## src/hdl/hmm_pkg.sv

```systemverilog
// shared constants, widths and types of the two-state belief update
package hmm_pkg;

    localparam int FRACTION_BITS = 16;
    localparam int WEIGHT_BITS   = 16;

    localparam int PROB_W  = FRACTION_BITS + 1;
    localparam int MUL_B_W = (PROB_W > WEIGHT_BITS) ? PROB_W : WEIGHT_BITS;
    localparam int PROD_W  = PROB_W + MUL_B_W;
    localparam int MIX_W   = 2 * FRACTION_BITS + 1;
    localparam int TERM_W  = FRACTION_BITS + WEIGHT_BITS;
    localparam int QUO_W   = FRACTION_BITS + 2;
    localparam int CNT_W   = (FRACTION_BITS > 1) ? $clog2(FRACTION_BITS) : 1;

    localparam logic [PROB_W-1:0] ONE_Q  = PROB_W'(1) << FRACTION_BITS;
    localparam logic [PROB_W-1:0] HALF_Q = PROB_W'(1) << (FRACTION_BITS - 1);
    localparam logic [CNT_W-1:0]  CNT_LAST = CNT_W'(FRACTION_BITS - 1);

    typedef logic [1:0] t_cue;
    localparam t_cue CUE_NONE = 2'd0;
    localparam t_cue CUE_STAY = 2'd1;

    typedef enum logic [3:0] {
        S_IDLE,
        S_MIX_A,
        S_MIX_B,
        S_PRIOR,
        S_TERM_A,
        S_TERM_B,
        S_DIV_INIT,
        S_DIV_STEP,
        S_ROUND
    } t_state;

endpackage

```

## src/hdl/hmm_if.sv

```systemverilog
// valid/ready channel interfaces for input and result beats
interface hmm_in_if;
    logic                                valid;
    logic                                ready;
    logic [hmm_pkg::WEIGHT_BITS-1:0]     lik_one;
    logic [hmm_pkg::WEIGHT_BITS-1:0]     lik_two;
    logic [hmm_pkg::PROB_W-1:0]          hazard;
    logic [1:0]                          cue;
    logic                                last;

    modport source (output valid, lik_one, lik_two, hazard, cue, last, input ready);
    modport sink   (input valid, lik_one, lik_two, hazard, cue, last, output ready);
endinterface

interface hmm_out_if;
    logic                          valid;
    logic                          ready;
    logic [hmm_pkg::PROB_W-1:0]    post_one;
    logic [hmm_pkg::PROB_W-1:0]    post_two;
    logic                          degenerate;

    modport source (output valid, post_one, post_two, degenerate, input ready);
    modport sink   (input valid, post_one, post_two, degenerate, output ready);
endinterface

```

## src/hdl/two_state_hmm_belief_update.sv

```systemverilog
// two-state hidden markov forward filter with per-beat hazard rate
//
// i_in carries one observation beat: two likelihood weights, a Q1.16 hazard,
// a cue and a last flag. o_out carries one result beat per input beat: both
// Q1.16 posteriors and a degenerate flag.
// one shared 17x17 multiplier forms the prior mix and the two weighted
// terms, then one shared compare/subtract unit runs a restoring divide,
// one quotient bit per cycle. an input beat with no cue passes through the
// mix states S_MIX_A, S_MIX_B and S_PRIOR; a cued beat skips those three
// and goes straight to the weighted terms; when both weighted terms are zero
// the divide steps are skipped and the sequencer goes from the divide setup
// straight to rounding; the next beat is accepted in the cycle after the result loads.
// the divide loop runs FRACTION_BITS steps after its initial step.
// i_in.ready is high only while the sequencer is idle.
// the result sits in an output register, so a new beat is accepted while
// the previous result waits; if the receiver still holds the old result
// when the next one is done, the sequencer waits in its rounding step.
// reset (synchronous, active low) empties the output register and sets
// the belief to one half; a beat flagged last also returns it to one half.
module two_state_hmm_belief_update (
    input  logic             i_clk,
    input  logic             i_rst_n,
    hmm_in_if.sink           i_in,
    hmm_out_if.source        o_out
);
    import hmm_pkg::*;

    t_state                  r_state, n_state;
    logic [PROB_W-1:0]       r_belief, n_belief;
    logic [WEIGHT_BITS-1:0]  r_lik_one, n_lik_one;
    logic [WEIGHT_BITS-1:0]  r_lik_two, n_lik_two;
    logic [PROB_W-1:0]       r_hazard, n_hazard;
    logic                    r_last, n_last;
    logic [MIX_W-1:0]        r_mix, n_mix;
    logic [PROB_W-1:0]       r_p1, n_p1;
    logic [TERM_W-1:0]       r_num, n_num;
    logic [TERM_W-1:0]       r_den, n_den;
    logic [TERM_W-1:0]       r_rem, n_rem;
    logic [QUO_W-1:0]        r_quo, n_quo;
    logic [CNT_W-1:0]        r_cnt, n_cnt;
    logic                    r_degen, n_degen;
    logic                    r_out_valid, n_out_valid;
    logic [PROB_W-1:0]       r_post_one, n_post_one;
    logic [PROB_W-1:0]       r_post_two, n_post_two;
    logic                    r_out_degen, n_out_degen;

    logic [PROB_W-1:0]       mul_a;
    logic [MUL_B_W-1:0]      mul_b;
    logic [PROD_W-1:0]       mul_p;
    logic [TERM_W:0]         cmp_a;
    logic [TERM_W:0]         cmp_den;
    logic [TERM_W:0]         cmp_diff;
    logic                    cmp_ge;
    logic [PROB_W-1:0]       haz_sat;
    logic [MIX_W-1:0]        mix_rnd;
    logic [QUO_W-1:0]        quo_rnd;
    logic [PROB_W-1:0]       post;
    logic                    out_free;

    // shared multiplier
    always_comb begin
        unique case (r_state)
            S_MIX_A: begin
                mul_a = ONE_Q - r_hazard;
                mul_b = MUL_B_W'(r_belief);
            end
            S_MIX_B: begin
                mul_a = r_hazard;
                mul_b = MUL_B_W'(ONE_Q - r_belief);
            end
            S_TERM_A: begin
                mul_a = r_p1;
                mul_b = MUL_B_W'(r_lik_one);
            end
            S_TERM_B: begin
                mul_a = ONE_Q - r_p1;
                mul_b = MUL_B_W'(r_lik_two);
            end
            default: begin
                mul_a = '0;
                mul_b = '0;
            end
        endcase
        mul_p = PROD_W'(mul_a) * PROD_W'(mul_b);
    end

    // shared compare/subtract
    always_comb begin
        cmp_a    = (r_state == S_DIV_INIT) ? {1'b0, r_num} : {r_rem, 1'b0};
        cmp_den  = {1'b0, r_den};
        cmp_ge   = cmp_a >= cmp_den;
        cmp_diff = cmp_a - cmp_den;
    end

    assign haz_sat  = (i_in.hazard > ONE_Q) ? ONE_Q : i_in.hazard;
    assign mix_rnd  = r_mix + MIX_W'(HALF_Q);
    assign quo_rnd  = r_quo + QUO_W'(cmp_ge);
    assign out_free = !r_out_valid || o_out.ready;

    always_comb begin
        if (r_degen) begin
            post = r_belief;
        end else if (quo_rnd > QUO_W'(ONE_Q)) begin
            post = ONE_Q;
        end else begin
            post = quo_rnd[PROB_W-1:0];
        end
    end

    always_comb begin
        n_state     = r_state;
        n_belief    = r_belief;
        n_lik_one   = r_lik_one;
        n_lik_two   = r_lik_two;
        n_hazard    = r_hazard;
        n_last      = r_last;
        n_mix       = r_mix;
        n_p1        = r_p1;
        n_num       = r_num;
        n_den       = r_den;
        n_rem       = r_rem;
        n_quo       = r_quo;
        n_cnt       = r_cnt;
        n_degen     = r_degen;
        n_out_valid = r_out_valid && !o_out.ready;
        n_post_one  = r_post_one;
        n_post_two  = r_post_two;
        n_out_degen = r_out_degen;

        unique case (r_state)
            S_IDLE: begin
                if (i_in.valid) begin
                    n_lik_one = i_in.lik_one;
                    n_lik_two = i_in.lik_two;
                    n_hazard  = haz_sat;
                    n_last    = i_in.last;
                    if (i_in.cue == CUE_NONE) begin
                        n_state = S_MIX_A;
                    end else begin
                        n_p1    = (i_in.cue == CUE_STAY) ? ONE_Q - haz_sat : haz_sat;
                        n_state = S_TERM_A;
                    end
                end
            end
            S_MIX_A: begin
                n_mix   = mul_p[MIX_W-1:0];
                n_state = S_MIX_B;
            end
            S_MIX_B: begin
                n_mix   = r_mix + mul_p[MIX_W-1:0];
                n_state = S_PRIOR;
            end
            S_PRIOR: begin
                n_p1    = mix_rnd[FRACTION_BITS +: PROB_W];
                n_state = S_TERM_A;
            end
            S_TERM_A: begin
                n_num   = mul_p[TERM_W-1:0];
                n_state = S_TERM_B;
            end
            S_TERM_B: begin
                n_den   = r_num + mul_p[TERM_W-1:0];
                n_state = S_DIV_INIT;
            end
            S_DIV_INIT: begin
                n_cnt   = '0;
                n_degen = (r_den == '0);
                n_quo   = QUO_W'(cmp_ge);
                n_rem   = cmp_ge ? cmp_diff[TERM_W-1:0] : r_num;
                n_state = (r_den == '0) ? S_ROUND : S_DIV_STEP;
            end
            S_DIV_STEP: begin
                n_quo = {r_quo[QUO_W-2:0], cmp_ge};
                n_rem = cmp_ge ? cmp_diff[TERM_W-1:0] : cmp_a[TERM_W-1:0];
                n_cnt = r_cnt + CNT_W'(1);
                if (r_cnt == CNT_LAST) begin
                    n_state = S_ROUND;
                end
            end
            S_ROUND: begin
                if (out_free) begin
                    n_out_valid = 1'b1;
                    n_post_one  = post;
                    n_post_two  = ONE_Q - post;
                    n_out_degen = r_degen;
                    n_belief    = r_last ? HALF_Q : post;
                    n_state     = S_IDLE;
                end
            end
            default: begin
                n_state = S_IDLE;
            end
        endcase
    end

    always_ff @(posedge i_clk) begin
        if (!i_rst_n) begin
            r_state     <= S_IDLE;
            r_belief    <= HALF_Q;
            r_out_valid <= 1'b0;
        end else begin
            r_state     <= n_state;
            r_belief    <= n_belief;
            r_out_valid <= n_out_valid;
        end
    end

    always_ff @(posedge i_clk) begin
        r_lik_one   <= n_lik_one;
        r_lik_two   <= n_lik_two;
        r_hazard    <= n_hazard;
        r_last      <= n_last;
        r_mix       <= n_mix;
        r_p1        <= n_p1;
        r_num       <= n_num;
        r_den       <= n_den;
        r_rem       <= n_rem;
        r_quo       <= n_quo;
        r_cnt       <= n_cnt;
        r_degen     <= n_degen;
        r_post_one  <= n_post_one;
        r_post_two  <= n_post_two;
        r_out_degen <= n_out_degen;
    end

    assign i_in.ready       = (r_state == S_IDLE);
    assign o_out.valid      = r_out_valid;
    assign o_out.post_one   = r_post_one;
    assign o_out.post_two   = r_post_two;
    assign o_out.degenerate = r_out_degen;

endmodule

```

## src/flat_wrapper.sv

```systemverilog
// flat-port wrapper written by rule: the top's interface ports become plain ports
module two_state_hmm_belief_update_flat import hmm_pkg::*;
  (i_clk, i_rst_n, i_in_valid, i_in_lik_one, i_in_lik_two, i_in_hazard, i_in_cue, i_in_last, i_in_ready, o_out_valid, o_out_post_one, o_out_post_two, o_out_degenerate, o_out_ready);
  hmm_in_if i_in_i ();
  hmm_out_if o_out_i ();
  input  logic i_clk;
  input  logic i_rst_n;
  input wire logic [$bits(i_in_i.valid)-1:0] i_in_valid;
  input wire logic [$bits(i_in_i.lik_one)-1:0] i_in_lik_one;
  input wire logic [$bits(i_in_i.lik_two)-1:0] i_in_lik_two;
  input wire logic [$bits(i_in_i.hazard)-1:0] i_in_hazard;
  input wire logic [$bits(i_in_i.cue)-1:0] i_in_cue;
  input wire logic [$bits(i_in_i.last)-1:0] i_in_last;
  output wire logic [$bits(i_in_i.ready)-1:0] i_in_ready;
  output wire logic [$bits(o_out_i.valid)-1:0] o_out_valid;
  output wire logic [$bits(o_out_i.post_one)-1:0] o_out_post_one;
  output wire logic [$bits(o_out_i.post_two)-1:0] o_out_post_two;
  output wire logic [$bits(o_out_i.degenerate)-1:0] o_out_degenerate;
  input wire logic [$bits(o_out_i.ready)-1:0] o_out_ready;
  assign i_in_i.valid = i_in_valid;
  assign i_in_i.lik_one = i_in_lik_one;
  assign i_in_i.lik_two = i_in_lik_two;
  assign i_in_i.hazard = i_in_hazard;
  assign i_in_i.cue = i_in_cue;
  assign i_in_i.last = i_in_last;
  assign i_in_ready = i_in_i.ready;
  assign o_out_valid = o_out_i.valid;
  assign o_out_post_one = o_out_i.post_one;
  assign o_out_post_two = o_out_i.post_two;
  assign o_out_degenerate = o_out_i.degenerate;
  assign o_out_i.ready = o_out_ready;
  two_state_hmm_belief_update u_core (.i_clk(i_clk), .i_rst_n(i_rst_n), .i_in(i_in_i), .o_out(o_out_i));
endmodule
```

## config.mk

```make
export PLATFORM = sky130hd
export DESIGN_NAME = two_state_hmm_belief_update_flat
export DESIGN_NICKNAME = d
export VERILOG_FILES = /design/src/hdl/hmm_pkg.sv /design/src/hdl/hmm_if.sv /design/src/hdl/two_state_hmm_belief_update.sv /design/src/flat_wrapper.sv
export SDC_FILE = /design/constraint.sdc
export NUM_CORES = 1
export LEC_CHECK = 0
export ABC_CLOCK_PERIOD_IN_PS = 13200
export BUFFER_PORTS_ARGS = -buffer_cell sky130_fd_sc_hd__buf_4
export CORE_MARGIN = 3
export CORE_UTILIZATION = 60
export CTS_BUF_LIST = sky130_fd_sc_hd__clkbuf_8
export CTS_CLUSTER_DIAMETER = 120
export DETAILED_ROUTE_END_ITERATION = 6
export HOLD_SLACK_MARGIN = 0.15
export PLACE_DENSITY_LB_ADDON = 0.12
export SYNTH_ARGS = -nofsm -noshare
export SYNTH_HDL_FRONTEND = slang
export SYNTH_SLANG_ARGS = --single-unit
```

## constraint.sdc

```tcl
create_clock -name i_clk -period 13.2 [get_ports i_clk]
set_input_delay 0.66 -clock i_clk [delete_from_list [all_inputs] [get_ports i_clk]]
set_output_delay 0.66 -clock i_clk [all_outputs]
set_load 0.01 [all_outputs]
```

* Word level (Yosys, flattened, before mapping) *
Cells that the tools add are included.

storage, ports and cells
  output and inout bits = 37
  bits of input ports = 56
  flip-flop bits (word level) = 276
  logic and storage cells = 86

operators by class
  equality and inequality tests = 14
  reductions and logical operators = 14
  muxes and demuxes = 25
  add/subtract/negate cells = 11
  magnitude comparators = 3
  multipliers = 1

operators with widths
  kind                      count
  $pmux W17 S4              2
  $mux W17                  7
  $sub A17 B17 Y17 const A  5
  $pmux W33 S2              1
  $mux W32                  2
  $pmux W32 S2              1
  $pmux W18 S2              1
  $pmux W4 S9               1
  $pmux W17 S2              1
  $add A33 B16 Y33 const B  1
  $add A33 B33 Y33          1
  $ge A33 B32 Y1            1
  $mul A17 B17 Y33          1
  $mux W33                  1
  $add A32 B32 Y32          1
  $logic_not A32 Y1         1
  $sub A32 B32 Y32          1
  $add A18 B1 Y18           1
  $gt A18 B17 Y1 const B    1
  $gt A17 B17 Y1 const B    1
  $eq A4 B3 Y1 const B      4
  $mux W4                   4
  $eq A4 B2 Y1 const B      2
  $eq A4 B4 Y1 const B      2
  16 further kinds          24

* Logic depth before layout (Yosys ltp) *
  depth in word-level cells = 8
  depth in mapped cells = 47
  depth with buffers taken out = 41

* Least setup slack after synthesis *
No wires, ideal clock.

  path kind = register to register
  start = register u_core.r_state[2]
  end = register u_core.r_mix[29], data pin
  path slack = 1406 ps
  path buffers = 6
  data arrival time = 11534 ps
  setup time = 260 ps
  required time = 12940 ps
  stages on the path, launching flop included = 48
  period minus slack after synthesis = 11794 ps
  cells stage by stage = dfxtp_1 > buf_2 > and4bb_1 > buf_2 > clkbuf_1 > buf_1 > clkbuf_1 > mux2i_1 > ha_1 > nor3b_1 > mux2i_1 > nor3_1 > nand2b_1 > xnor2_1 > nand2_1 > and2_1 > clkbuf_1 > nor2_1 > [... 12 more ...] > a21o_1 > a221o_1 > o21ai_0 > a21boi_0 > o21a_1 > o21ai_0 > nand2_1 > xor2_1 > ha_1 > nand3_1 > nor2_1 > nand2_1 > or3_1 > a31oi_1 > a211oi_1 > o21ai_0 > xor2_1 > mux2_2

on the way
  word-level cells in the longest chain between the ends = 5
  elaborated cells between the ends (all ways) = 9
  those cells by class = add/sub (1); mul (1); eq/ne (4); mux (3)

ends and longest elaborated chain
  item                                        line                                RTL
  start, declared                             two_state_hmm_belief_update.sv:28   t_state r_state, n_state;
  start signal, assigned                      two_state_hmm_belief_update.sv:202  r_state <= n_state;
  $eq A4 B3 Y1, or another cell as far along  two_state_hmm_belief_update.sv:62   unique case (r_state)
  $pmux W17 S4                                two_state_hmm_belief_update.sv:62
  $mul A17 B17 Y33 *                          two_state_hmm_belief_update.sv:84   mul_p = PROD_W'(mul_a) * PROD_W'(mul_b);
  net u_core.mul_p[21]                        two_state_hmm_belief_update.sv:49   logic [PROD_W-1:0] mul_p;
  $add A33 B33 Y33 *                          two_state_hmm_belief_update.sv:150  n_mix = r_mix + mul_p[MIX_W-1:0];
  $pmux W33 S2 *                              two_state_hmm_belief_update.sv:130  unique case (r_state)
  net u_core.n_mix[29]                        two_state_hmm_belief_update.sv:34   logic [MIX_W-1:0] r_mix, n_mix;
  end signal, assigned                        two_state_hmm_belief_update.sv:213  r_mix <= n_mix;
  end, declared                               two_state_hmm_belief_update.sv:34

The timed path passes the listed nets; every way through them passes the cells marked *.
A chain may end at the register's enable or synchronous reset.

* Final worst setup path *
Same ends and word-level chain as after synthesis.

==> flow_summary.ini <==
[drt]
ant_nets = 0
wl_per_cell_um = 20.99
routed_wl_um = 78910
routed_via_density = 6.129
drc = 0
drtIter0Drc = 2093
dr.pass1.iters = 5
via_count = 23050

[final_layout]
drive_above_1_share = 0.07848
nets = 3615
mostFrequentLayoutCells = inv_1, nand2_1, nor2_1
final_common_cell = inv_1
syn_to_final_growth_pct = 8.586
design_area_um2 = 30400
n_antenna_cell = 0

[setup_path]
required_ps = 13600
ff2ff_path_depth = 41
criticalPathCategory = reg -> reg
end_kind = flip-flop
crit_start = u_core.r_state[2]
cp-start-kind = flip-flop
cp_slowest_cell = dfxtp_1
cp.arrival_ps = 12150
crit_fanout = 34
critPathMostFrequentCell = fa_1
reg2reg_from = u_core.r_state[2]
max_stage_delay_ps = 840

[yosys]
yosys_warnings = 0
syn_area_per_cell_um2 = 9.205
syn_inst = 3041
yosysSeqAreaShare = 0.2871
async_flop_share = 0
netlist_area_um2 = 27990
synth_edf_count = 253
yosysUniqueCellTypes = 89
synth_nets = 3532
ys_ff_latch = 275
synth_flop_cell = edfxtp_1

[cts]
clk_pin_slew_worst_paths_ps = 70
cts_hold_buf = 17
cts_buffers = 50
post-cts-setup-buffers = 0
cts_sinks = 275
clockRootBuffer = clkbuf_8
clock_latency_ps = 650
clk_path_buf_depth = 3
cts_max_level = 2
post_cts_resized = 0
cts_tree = built

[die]
core_um2 = 45770
ios = 93
die_w_um = 222
die_h_um = 222
initial_core_util = 0.6116
std_cell_rows = 78
die_area_um2 = 49280

[grt]
grt.total_usage = 0.3187
antenna_found_initial = 0
globalRoute.totalOverflow = 0
grt_pass1_wl_um = 124500
grt_pass1_vias = 22440
grt_max_degree = 71

[placement]
dp_hpwl_um = 61340
gp_congestion = 0.9369
placed_area_um2 = 29300
io_buffers = 92
pre_cts_ws_ps = 1638

[timing]
slew_headroom = 0.09401
clock.fmax_ghz = 0.08510
rsz0062_at_grt = false
drv_slew = 0
post-route-min-period_ps = 11750
final.setup.tns_ps = 0
period_share = 0.8902
setup-violations-final = 0
timing.hold.ws_ps = 204.2
setup_ws_ps = 1449
final-hold-violation-count = 0
worstMarginPinSlew_ps = 1347
clock_skew_ps = 37.04

[worst_hold_path]
min_path_cells = 1
min_from = i_in_lik_two[13]
min_path_type = in -> reg

[run]
cap_violations = 0

[outcome]
status = finished clean
==> sequential cells by signal (all words and copies together), names as in the netlist <==
signal	flops
u_core.r_cnt	4
u_core.o_out.post_one	16
u_core.r_state	4
u_core.r_lik_one	16
u_core.r_rem	32
u_core.r_den	32
u_core.r_mix	33
u_core.o_out.valid	1
u_core.r_num	32
u_core.r_degen	1
u_core.r_last	1
u_core.o_out.post_two	17
u_core.r_hazard	17
u_core.r_lik_two	16
u_core.r_belief	17
u_core.r_quo	18
u_core.o_out.degenerate	1
u_core.r_p1	17
==> through the flow <==
step / utilization / std cells
global placement: 0.6402 / 3655
floorplan: - / 3041
finish: 0.6641 / 3760
global route: 0.6641 / 3760
detailed placement: 0.6402 / 3655
CTS: 0.6641 / 3760
==> worst paths after layout <==
kind / slack (ps) / to
worst max-delay path: 1450 / u_core.r_mix[29]
worst min-delay path: 200 / u_core.r_lik_two[13]
worst max register to register: 1450 / u_core.r_mix[29]
worst min register to register: 550 / u_core.r_belief[15]
==> critical path: cells and delay by family (launching register included) <==
family | cells | cell delay [ps]
flip-flops | 1 | 840
XOR/XNOR | 3 | 580
AO/OA/AOI/OAI | 10 | 2410
buffers and inverters | 4 | 190
multiplexers | 3 | 760
AND/OR/NAND/NOR | 12 | 2810
adder cells (fa/ha/maj) | 9 | 3870
==> metal layers <==
layer | up-vias | GRT usage | wire length [um]
li1 | 10600 | - | -
met1 | 11240 | 0.4478 | 33470
met2 | 1025 | 0.4955 | 35390
met3 | 179 | 0.06898 | 7256
met4 | 0 | 0.1049 | 2795
met5 | - | 0 | 0
==> logic make-up (layout without fill, tap and decap cells) <==
family / Yosys count / in the layout / share of synthesized area
AOI/OAI and AO/OA: 573 / 573 / 0.1353
xor gates and xnor gates: 176 / 176 / 0.05533
adders and majority gates: 435 / 435 / 0.2550
buffers and inverters: 497 / 616 / 0.06767
DFF: 275 / 275 / 0.2871
muxes: 94 / 94 / 0.03428
and+or+nand+nor: 991 / 991 / 0.1652
==> final cells by class <==
cell class | count | area [um2]
Sequential cell | 275 | 8038
Inverter | 380 | 1426
Clock inverter | 35 | 195.2
Fill cell | 3704 | 15370
Multi-Input combinational cell | 2269 | 18100
Clock buffer | 53 | 729.5
Tap cell | 600 | 750.7
Timing Repair Buffer | 148 | 1154
==> synthesized netlist by cell type (19+ instances only) <==
master | count | area share
clkbuf_1 | 91 | 0.012
a211oi_1 | 27 | 0.0072
and2_1 | 31 | 0.0069
nand2_1 | 364 | 0.049
nor4_1 | 21 | 0.0047
nand4_1 | 19 | 0.0042
ha_1 | 209 | 0.093
o31ai_1 | 26 | 0.0070
o21ai_0 | 105 | 0.019
and3_1 | 41 | 0.0092
xor2_1 | 66 | 0.021
nand3_1 | 40 | 0.0072
xnor2_1 | 109 | 0.034
a21oi_1 | 134 | 0.024
fa_1 | 226 | 0.16
o21ai_1 | 19 | 0.0034
edfxtp_1 | 253 | 0.27
nor2_1 | 262 | 0.035
nand2b_1 | 42 | 0.0094
a22oi_1 | 42 | 0.011
nor3_1 | 55 | 0.0098
o21bai_1 | 19 | 0.0051
mux2i_1 | 79 | 0.028
inv_1 | 379 | 0.051
o21a_1 | 32 | 0.0086
nor2b_1 | 48 | 0.011
a21o_1 | 49 | 0.013
dfxtp_1 | 22 | 0.016
Power is left out: the tool's default activity adds up to more than one toggle a clock period on the data nets, which glitch-free logic cannot reach.
